[config.mk]
export PLATFORM = sky130hd
export DESIGN_NAME = session_socket_tracker_unit
export DESIGN_NICKNAME = d
export VERILOG_FILES = /design/src/hw/rtl/sst_pkg.sv /design/src/hw/rtl/sst_ram.sv /design/src/hw/rtl/sst_cmp.sv /design/src/hw/rtl/sst_seq.sv /design/src/hw/rtl/session_socket_tracker_unit.sv
export SDC_FILE = /design/constraint.sdc
export NUM_CORES = 2
export LEC_CHECK = 0
export BUFFER_PORTS_ARGS = -buffer_cell sky130_fd_sc_hd__buf_2
export CAP_MARGIN = 20
export CORE_UTILIZATION = 37
export CTS_CLUSTER_DIAMETER = 200
export DETAILED_ROUTE_END_ITERATION = 8
export MAX_ROUTING_LAYER = met4
export SKIP_CTS_REPAIR_TIMING = 1
export SLEW_MARGIN = 20
export SYNTH_ARGS = -nofsm -noshare
export SYNTH_HDL_FRONTEND = slang
export SYNTH_SLANG_ARGS = --single-unit
[constraint.sdc]
create_clock -name clk -period 6.95 [get_ports clk]
set_input_delay 0.695 -clock clk [delete_from_list [all_inputs] [get_ports clk]]
set_output_delay 0.695 -clock clk [all_outputs]
set_load 0.005 [all_outputs]
[src/hw/rtl/sst_pkg.sv]
// Shared types and constants for the session socket tracker.
`default_nettype none
package sst_pkg;

  localparam int unsigned HANDLE_W = 64;
  localparam int unsigned PORT_W   = 16;
  localparam int unsigned COUNT_W  = 32;
  localparam int unsigned ERR_W    = 16;
  localparam int unsigned KIND_W   = 3;
  localparam int unsigned CFG_W    = 16;
  localparam int unsigned CFG_IDX_W = 2;
  localparam int unsigned ENTRY_W  = HANDLE_W + PORT_W;

  // Event kinds
  localparam logic [1:0] MODE_CONNECT = 2'd0;
  localparam logic [1:0] MODE_RECV    = 2'd1;
  localparam logic [1:0] MODE_WAKE    = 2'd2;

  // Result kinds
  localparam logic [KIND_W-1:0] KIND_NEW      = 3'd0;
  localparam logic [KIND_W-1:0] KIND_LOST_CLN = 3'd1;
  localparam logic [KIND_W-1:0] KIND_LOST_ABR = 3'd2;
  localparam logic [KIND_W-1:0] KIND_SHUTDOWN = 3'd3;
  localparam logic [KIND_W-1:0] KIND_NONE     = 3'd4;

  // Receive error codes that mean the connection is gone
  localparam logic [ERR_W-1:0] ERR_CONN_RESET   = 16'd10054;
  localparam logic [ERR_W-1:0] ERR_CONN_ABORTED = 16'd10053;
  localparam logic [ERR_W-1:0] ERR_NET_RESET    = 16'd10052;
  localparam logic [ERR_W-1:0] ERR_TIMED_OUT    = 16'd10060;
  localparam logic [ERR_W-1:0] ERR_SHUT_DOWN    = 16'd10058;

  // Configuration register indexes
  localparam logic [CFG_IDX_W-1:0] CFG_WATCH_EN  = 2'd0;
  localparam logic [CFG_IDX_W-1:0] CFG_BAND_LOW  = 2'd1;
  localparam logic [CFG_IDX_W-1:0] CFG_BAND_HIGH = 2'd2;
  localparam logic [CFG_IDX_W-1:0] CFG_WAKE_EN   = 2'd3;

  localparam logic [PORT_W-1:0] BAND_LOW_RST  = 16'd51241;
  localparam logic [PORT_W-1:0] BAND_HIGH_RST = 16'd51250;

  typedef struct packed {
    logic [1:0]                mode;
    logic [HANDLE_W-1:0]       socket_handle;
    logic [PORT_W-1:0]         port_number;
    logic signed [COUNT_W-1:0] recv_count;
    logic [ERR_W-1:0]          error_code;
  } in_item_t;

  typedef struct packed {
    logic [KIND_W-1:0]   kind;
    logic [HANDLE_W-1:0] handle_out;
    logic [PORT_W-1:0]   port_out;
    logic                last;
  } out_item_t;

  typedef struct packed {
    logic [HANDLE_W-1:0] handle;
    logic [PORT_W-1:0]   port;
  } entry_t;

  typedef struct packed {
    logic                watch_en;
    logic [PORT_W-1:0]   band_low;
    logic [PORT_W-1:0]   band_high;
    logic                wake_en;
  } cfg_t;

  typedef struct packed {
    logic nonzero;
    logic key_eq;
  } cmp_t;

endpackage
`default_nettype wire

[src/hw/rtl/sst_ram.sv]
// Generic single-port-write, registered-read RAM.
`default_nettype none
module sst_ram #(
  parameter int unsigned WIDTH = 80,
  parameter int unsigned DEPTH = 32
) (
  input  wire logic                     clk,
  input  wire logic                     wr_en,
  input  wire logic [$clog2(DEPTH)-1:0] wr_addr,
  input  wire logic [WIDTH-1:0]         wr_data,
  input  wire logic [$clog2(DEPTH)-1:0] rd_addr,
  output logic      [WIDTH-1:0]         rd_data
);

  logic [WIDTH-1:0] mem_r [DEPTH];

  always_ff @(posedge clk) begin
    if (wr_en) begin
      mem_r[wr_addr] <= wr_data;
    end
    rd_data <= mem_r[rd_addr];
  end

endmodule
`default_nettype wire

[src/hw/rtl/sst_cmp.sv]
// Entry compare unit: effective handle of one table entry against the event key.
`default_nettype none
module sst_cmp (
  input  wire logic                           entry_valid,
  input  wire logic [sst_pkg::HANDLE_W-1:0]   entry_handle,
  input  wire logic [sst_pkg::HANDLE_W-1:0]   key_handle,
  output sst_pkg::cmp_t                       res
);
  import sst_pkg::*;

  logic [HANDLE_W-1:0] eff_handle;

  // An entry that was never filled or was cleared reads as handle zero.
  assign eff_handle  = entry_valid ? entry_handle : '0;
  assign res.nonzero = (eff_handle != '0);
  assign res.key_eq  = (eff_handle == key_handle);

endmodule
`default_nettype wire

[src/hw/rtl/sst_seq.sv]
// Scan sequencer: walks the table one entry a cycle unless stalled, and forms the results.
`default_nettype none
module sst_seq #(
  parameter int unsigned ENTRIES = 32
) (
  input  wire logic                       clk,
  input  wire logic                       rst_n,
  input  wire sst_pkg::cfg_t              cfg,
  input  wire logic                       in_valid,
  output logic                            in_stall,
  input  wire sst_pkg::in_item_t          in_data,
  output logic                            out_valid,
  input  wire logic                       out_stall,
  output sst_pkg::out_item_t              out_data,
  input  wire sst_pkg::entry_t            rd_entry,
  input  wire sst_pkg::cmp_t              cmp,
  output logic                            cur_valid,
  output logic [sst_pkg::HANDLE_W-1:0]    key_handle,
  output logic [$clog2(ENTRIES)-1:0]      rd_addr,
  output logic                            wr_en,
  output logic [$clog2(ENTRIES)-1:0]      wr_addr,
  output sst_pkg::entry_t                 wr_entry
);
  import sst_pkg::*;

  localparam int unsigned IDX_W = $clog2(ENTRIES);
  localparam logic [IDX_W-1:0] LAST_IDX = IDX_W'(ENTRIES - 1);

  typedef enum logic [1:0] {
    S_IDLE,
    S_SCAN,
    S_INSERT,
    S_WAKE_END
  } state_t;

  state_t              state_r, state_nxt;
  logic [IDX_W-1:0]    idx_r, idx_nxt;
  logic [IDX_W-1:0]    ring_r, ring_nxt;
  logic [ENTRIES-1:0]  valid_r, valid_nxt;
  in_item_t            key_r, key_nxt;
  logic                in_band_r, in_band_nxt;
  logic [KIND_W-1:0]   lost_kind_r, lost_kind_nxt;
  logic                pend_v_r, pend_v_nxt;
  entry_t              pend_r, pend_nxt;
  logic                out_valid_r, out_valid_nxt;
  out_item_t           out_data_r, out_data_nxt;

  logic                out_free;
  logic                band_hit;
  logic                err_drop;
  logic                recv_dead;
  logic                at_last;

  assign out_free  = !out_valid_r || !out_stall;
  assign at_last   = (idx_r == LAST_IDX);
  assign band_hit  = (in_data.port_number >= cfg.band_low) &&
                     (in_data.port_number <= cfg.band_high);
  assign err_drop  = (in_data.error_code == ERR_CONN_RESET) ||
                     (in_data.error_code == ERR_CONN_ABORTED) ||
                     (in_data.error_code == ERR_NET_RESET) ||
                     (in_data.error_code == ERR_TIMED_OUT) ||
                     (in_data.error_code == ERR_SHUT_DOWN);
  assign recv_dead = (in_data.recv_count == '0) ||
                     (in_data.recv_count < 0 && err_drop);

  assign in_stall   = (state_r != S_IDLE);
  assign out_valid  = out_valid_r;
  assign out_data   = out_data_r;
  assign cur_valid  = valid_r[idx_r];
  assign key_handle = key_r.socket_handle;
  assign rd_addr    = idx_nxt;

  always_comb begin
    state_nxt     = state_r;
    idx_nxt       = idx_r;
    ring_nxt      = ring_r;
    valid_nxt     = valid_r;
    key_nxt       = key_r;
    in_band_nxt   = in_band_r;
    lost_kind_nxt = lost_kind_r;
    pend_v_nxt    = pend_v_r;
    pend_nxt      = pend_r;
    out_valid_nxt = out_valid_r;
    out_data_nxt  = out_data_r;
    wr_en         = 1'b0;
    wr_addr       = idx_r;
    wr_entry      = '{handle: key_r.socket_handle, port: key_r.port_number};

    if (out_valid_r && !out_stall) begin
      out_valid_nxt = 1'b0;
    end

    unique case (state_r)
      S_IDLE: begin
        idx_nxt = '0;
        if (in_valid) begin
          key_nxt       = in_data;
          in_band_nxt   = band_hit;
          lost_kind_nxt = (in_data.recv_count == '0) ? KIND_LOST_CLN : KIND_LOST_ABR;
          pend_v_nxt    = 1'b0;
          if (cfg.watch_en) begin
            unique case (in_data.mode)
              MODE_CONNECT: state_nxt = S_SCAN;
              MODE_RECV:    if (recv_dead) state_nxt = S_SCAN;
              MODE_WAKE:    if (cfg.wake_en) state_nxt = S_SCAN;
              default:      state_nxt = S_IDLE;
            endcase
          end
        end
      end

      S_SCAN: begin
        unique case (key_r.mode)
          MODE_CONNECT: begin
            if (cmp.key_eq && in_band_r) begin
              // Refresh the port of the first holder and stop.
              wr_en     = 1'b1;
              wr_addr   = idx_r;
              state_nxt = S_IDLE;
              idx_nxt   = '0;
            end else begin
              if (cmp.key_eq) begin
                valid_nxt[idx_r] = 1'b0;
              end
              if (at_last) begin
                state_nxt = in_band_r ? S_INSERT : S_IDLE;
                idx_nxt   = '0;
              end else begin
                idx_nxt = idx_r + 1'b1;
              end
            end
          end

          MODE_RECV: begin
            if (cmp.key_eq && cmp.nonzero) begin
              if (out_free) begin
                valid_nxt[idx_r] = 1'b0;
                out_valid_nxt    = 1'b1;
                out_data_nxt     = '{kind: lost_kind_r, handle_out: key_r.socket_handle,
                                     port_out: rd_entry.port, last: 1'b1};
                state_nxt        = S_IDLE;
                idx_nxt          = '0;
              end
            end else if (at_last) begin
              state_nxt = S_IDLE;
              idx_nxt   = '0;
            end else begin
              idx_nxt = idx_r + 1'b1;
            end
          end

          default: begin
            // Wake: hold one found entry back so the final one can be flagged last.
            if (cmp.nonzero && pend_v_r && !out_free) begin
              idx_nxt = idx_r;
            end else begin
              if (cmp.nonzero) begin
                if (pend_v_r) begin
                  out_valid_nxt = 1'b1;
                  out_data_nxt  = '{kind: KIND_SHUTDOWN, handle_out: pend_r.handle,
                                    port_out: pend_r.port, last: 1'b0};
                end
                pend_v_nxt = 1'b1;
                pend_nxt   = rd_entry;
              end
              if (at_last) begin
                state_nxt = S_WAKE_END;
                idx_nxt   = '0;
              end else begin
                idx_nxt = idx_r + 1'b1;
              end
            end
          end
        endcase
      end

      S_INSERT: begin
        idx_nxt = '0;
        if (out_free) begin
          wr_en             = 1'b1;
          wr_addr           = ring_r;
          valid_nxt[ring_r] = 1'b1;
          ring_nxt          = (ring_r == LAST_IDX) ? '0 : ring_r + 1'b1;
          out_valid_nxt     = 1'b1;
          out_data_nxt      = '{kind: KIND_NEW, handle_out: key_r.socket_handle,
                                port_out: key_r.port_number, last: 1'b1};
          state_nxt         = S_IDLE;
        end
      end

      S_WAKE_END: begin
        idx_nxt = '0;
        if (out_free) begin
          out_valid_nxt = 1'b1;
          if (pend_v_r) begin
            out_data_nxt = '{kind: KIND_SHUTDOWN, handle_out: pend_r.handle,
                             port_out: pend_r.port, last: 1'b1};
          end else begin
            out_data_nxt = '{kind: KIND_NONE, handle_out: '0, port_out: '0, last: 1'b1};
          end
          pend_v_nxt = 1'b0;
          state_nxt  = S_IDLE;
        end
      end

      default: begin
        state_nxt = S_IDLE;
        idx_nxt   = '0;
      end
    endcase
  end

  always_ff @(posedge clk) begin
    if (!rst_n) begin
      state_r     <= S_IDLE;
      idx_r       <= '0;
      ring_r      <= '0;
      valid_r     <= '0;
      pend_v_r    <= 1'b0;
      out_valid_r <= 1'b0;
    end else begin
      state_r     <= state_nxt;
      idx_r       <= idx_nxt;
      ring_r      <= ring_nxt;
      valid_r     <= valid_nxt;
      pend_v_r    <= pend_v_nxt;
      out_valid_r <= out_valid_nxt;
    end
    key_r       <= key_nxt;
    in_band_r   <= in_band_nxt;
    lost_kind_r <= lost_kind_nxt;
    pend_r      <= pend_nxt;
    out_data_r  <= out_data_nxt;
  end

endmodule
`default_nettype wire

[src/hw/rtl/session_socket_tracker_unit.sv]
// Session socket tracker: an event is accepted, then the table is walked entry by entry
// through the single read port of the table RAM, then an insert or the final wake result
// is given; a matching connect or receive ends early, an ignored event is accepted with no
// scan. A new event is taken only after the previous ends. Output stalls stretch the scan.
// Reset empties the table at once through per-entry valid flags, zeroes the ring pointer
// and loads the register defaults.
`default_nettype none
module session_socket_tracker_unit #(
  parameter int unsigned TRACKED_ENTRIES = 32
) (
  input  wire logic                            clk,
  input  wire logic                            rst_n,
  input  wire logic                            in_valid,
  output logic                                 in_stall,
  input  wire sst_pkg::in_item_t               in_data,
  output logic                                 out_valid,
  input  wire logic                            out_stall,
  output sst_pkg::out_item_t                   out_data,
  input  wire logic                            cfg_we,
  input  wire logic [sst_pkg::CFG_IDX_W-1:0]   cfg_index,
  input  wire logic [sst_pkg::CFG_W-1:0]       cfg_wdata
);
  import sst_pkg::*;

  localparam int unsigned IDX_W = $clog2(TRACKED_ENTRIES);

  cfg_t                cfg_r, cfg_nxt;
  entry_t              rd_entry;
  entry_t              wr_entry;
  cmp_t                cmp;
  logic                cur_valid;
  logic [HANDLE_W-1:0] key_handle;
  logic [IDX_W-1:0]    rd_addr;
  logic [IDX_W-1:0]    wr_addr;
  logic                wr_en;

  always_comb begin
    cfg_nxt = cfg_r;
    if (cfg_we) begin
      unique case (cfg_index)
        CFG_WATCH_EN:  cfg_nxt.watch_en  = cfg_wdata[0];
        CFG_BAND_LOW:  cfg_nxt.band_low  = cfg_wdata;
        CFG_BAND_HIGH: cfg_nxt.band_high = cfg_wdata;
        CFG_WAKE_EN:   cfg_nxt.wake_en   = cfg_wdata[0];
        default:       cfg_nxt = cfg_r;
      endcase
    end
  end

  always_ff @(posedge clk) begin
    if (!rst_n) begin
      cfg_r <= '{watch_en: 1'b1, band_low: BAND_LOW_RST, band_high: BAND_HIGH_RST,
                 wake_en: 1'b1};
    end else begin
      cfg_r <= cfg_nxt;
    end
  end

  sst_ram #(
    .WIDTH (ENTRY_W),
    .DEPTH (TRACKED_ENTRIES)
  ) u_table (
    .clk     (clk),
    .wr_en   (wr_en),
    .wr_addr (wr_addr),
    .wr_data (wr_entry),
    .rd_addr (rd_addr),
    .rd_data (rd_entry)
  );

  sst_cmp u_cmp (
    .entry_valid  (cur_valid),
    .entry_handle (rd_entry.handle),
    .key_handle   (key_handle),
    .res          (cmp)
  );

  sst_seq #(
    .ENTRIES (TRACKED_ENTRIES)
  ) u_seq (
    .clk        (clk),
    .rst_n      (rst_n),
    .cfg        (cfg_r),
    .in_valid   (in_valid),
    .in_stall   (in_stall),
    .in_data    (in_data),
    .out_valid  (out_valid),
    .out_stall  (out_stall),
    .out_data   (out_data),
    .rd_entry   (rd_entry),
    .cmp        (cmp),
    .cur_valid  (cur_valid),
    .key_handle (key_handle),
    .rd_addr    (rd_addr),
    .wr_en      (wr_en),
    .wr_addr    (wr_addr),
    .wr_entry   (wr_entry)
  );

endmodule
`default_nettype wire

==> impl_metrics.toml <==
[run_status]
status = "finished clean"

[worst_setup_path]
r2r_slack_ns = 0.45
endpoint = "u_table.rd_data[3]$_DFF_P_"
cp_max_fo = 47
cp-end-kind = "flop"
cpMaxStageDelayCell = "dfxtp_1"
r2r_cells = 18
reg2reg_from = "u_seq.idx_r[1]$_SDFF_PN0_"
crit_path_start = "u_seq.idx_r[1]$_SDFF_PN0_"
cp.arrival_ns = 7.21
crit_path_cell_trace = "mux4_2, a22o_1, buf_4, nor3_2, buf_4, o32ai_1, nand4_1, or4_4, nor3_4, a2bb2oi_4, nor2_4, buf_12, buf_12, buf_4, mux2i_1, o211ai_1, nand4_1, nor4_1"
crit_top_cell = "buf_4"
worstPathRequired_ns = 7.66
path_class = "flop to flop"
cp-start-kind = "flop"
r2r_end = "u_table.rd_data[3]$_DFF_P_"
max_stage_delay_ns = 0.75

[global_routing]
antenna_found_initial = 10
grt_max_degree = 157
grt_overflow = 0
grt_usage_pct = 24.1
grt_pass1_wl_um = 534000
grt_pass1_vias = 70694

[clock_tree]
clock_latency_ns = 0.89
numCtsBuffers = 311
clk_pin_slew_worst_paths_ns = 0.07
clockBufferDepth = 4
clkSinkCount = 2969
tritoncts = "yes"
clockRootBuffer = "clkbuf_16"
htreeDepth = 5

[power]
power_density_mw_per_mm2 = 312
leakagePower_nw = 42.1
peakVddDrop_mv = 0.187

[finish]
final_nets = 8077
mostFrequentLayoutCells = "edfxtp_1 (2809), o211ai_1 (827), mux2i_1 (488)"
drive_above_1_share_pct = 14.6
layout.cells.non_filler = 12297
areaGrowthSynthToFinish_pct = 17.0
layout_commonest_cell = "edfxtp_1"
nFillCells = 27485

[sta]
finalClockSkew_ns = 0.0618
hold_violations = 0
setup_viol = 0
fin_crit_sh_pct = 93.5
worst_slew_margin_rel_pct = 26.1
slew_viol_final = 0
fmax_mhz = 154
period_minus_slack_ns = 6.50
grt_setup_unrepaired = "false"
fin_ws_ns = 0.449
tns_ns = 0
tightest_slew_ns = 1.11

[floorplan]
core_area_mm2 = 0.315
boundaryPins = 239
initial_core_util_pct = 37.2
rows = 206
chipWidth_um = 565
die_area_mm2 = 0.319
die_h_um = 565

[placed_design]
hpwl_um = 217000
gp_congestion = 0.898
placedCellCount = 11666
io_buffer_count = 238
post-place-ws_ns = 0.272

[synthesis]
synth-edff-count = 2809
ys.flop_type = "edfxtp_1"
synthesis.area_per_instance_um2 = 15.8
synth_nets = 7634
async_flop_share_pct = 0
yosysUniqueCellTypes = 82
ys_seq_elements = 2969
synth-seq-area-share_pct = 74.7
synthCells = 7434
ys_warn_count = 0
synth_area_mm2 = 0.117

[min_path]
hold_depth = 1
holdCritPathClass = "primary input to flop"
min-delay-start = "in_data[72]"

[route]
vias_per_cell = 5.99
remaining_drc_errors = 0
postRouteAntennaNets = 0
drtIter0Drc = 9695
wl_per_cell_um = 31.2
routed_wl_um = 384000
vias = 73720
first_pass_iters = 6

[run]
drv_cap = 0
==> per-stage QoR <==
step,total power (W),cell area [um^2],utilization (%),hold slack [ns]
2_1_floorplan,0.0237,117000,-,0.409
3_3_place_gp,0.0262,126000,40.1,0.430
3_5_place_dp,0.0263,126000,40.1,0.428
4_1_cts,0.0429,136000,43.3,-0.0654
5_1_grt,0.0439,137000,43.5,0.00104
6_report,0.0428,137000,43.5,0.0110
==> report_power, final <==
part	leakage (nW)	switching, W	internal [W]
Sequential	26.6	0.000849	0.0203
Combinational	10.5	0.00336	0.00157
Clock	5.00	0.00700	0.00977
==> synth_stat cells, types with 12 or more instances <==
library cell     n  share of area, %
a21o_1          12             0.077
a21oi_1        222              0.95
a221oi_1       241               1.8
a222oi_1        16              0.14
a22o_1         148               1.1
a31oi_1         27              0.14
buf_1           14             0.045
buf_2          169              0.72
buf_6           31              0.30
clkbuf_1       327               1.0
dfxtp_1        160               2.7
edfxtp_1      2809                72
ha_1            47              0.50
inv_1           75              0.24
mux2i_1        488               4.2
nand2_1        442               1.4
nand2b_1        13             0.069
nand3_1         20             0.085
nand4_1        107              0.57
nor2_1         175              0.56
nor2b_1         14             0.075
nor3_1          95              0.41
nor4_1         116              0.62
o211ai_1       827               5.3
o21ai_0        118              0.50
o21ai_1         20             0.085
o31ai_1         95              0.61
or3_1          402               2.1
xnor2_1         18              0.13
xor2_1          17              0.13
==> layout make-up <==
class                   instances  area, um^2  share of cell area (%)
repair buffers                688        6790                    4.95
clock inverters               157        1720                    1.25
flip-flops and latches       2969       87600                    63.9
multi-input cells            3831       27100                    19.8
inverters                      76         285                   0.208
diodes                          8        20.0                  0.0146
well taps                    4160        5200                    3.80
clock buffers                 408        8470                    6.18
==> registers in the layout, indices dropped and copies added (netlist names) <==
name and flops:
u_seq.idx_r 5, u_seq.ring_r 5, cfg_r 34, u_seq.in_band_r 1
u_table.mem_r 2560, u_seq.key_handle 64, u_seq.pend_r 80, u_seq.wr_entry 16
u_seq.key_r 2, u_seq.out_data 84, u_seq.pend_v_r 1, u_seq.lost_kind_r 2
u_seq.state_r 2, u_seq.valid_r 32, u_table.rd_data 80, u_seq.out_valid 1
==> how the worst min path moves through the flow <==
stage / endpoint / slack (ns)
after global placement: u_seq.pend_r[14]$_DFFE_PP_ / 0.43
after CTS: u_seq.key_handle[43]$_DFFE_PP_ / -0.07
after detailed placement: u_seq.pend_r[10]$_DFFE_PP_ / 0.43
final: u_seq.key_handle[8]$_DFFE_PP_ / 0.01
after global routing: u_seq.key_handle[36]$_DFFE_PP_ / 0.001
after floorplan: u_seq.pend_r[0]$_DFFE_PP_ / 0.41
==> metal layers <==
| metal | part of all wire, % | GRT usage (%) | routed length (um) | vias to the layer above |
|---|---|---|---|---|
| met5 | 0 | - | 0 | - |
| met4 | 5.3 | 11.1 | 20200 | 0 |
| met3 | 8.3 | 3.62 | 31700 | 873 |
| met2 | 48 | 38.6 | 183000 | 3865 |
| met1 | 39 | 30.3 | 149000 | 37973 |
| li1 | - | - | - | 31009 |
==> critical path: cells and delay by family, from the launching register on <==
kind | cells | cell delay [ns]
flops | 1 | 0.75
mux | 2 | 0.45
simple gates | 7 | 2.61
compound gates | 4 | 1.12
buf+inv | 5 | 1.33
==> logic make-up (layout without fill, tap and decap cells) <==
family	after synthesis	count (layout)	share of synthesized area (%)
buf+inv	634	1329	2.46
mux	496	496	4.30
fa+ha+maj	47	47	0.502
simple gates	1458	1458	6.50
flops	2969	2969	74.7
compound gates	1795	1795	11.2
other cells	0	8	0
xor+xnor	35	35	0.262
No activity file was read; power rests on OpenSTA's default activity.
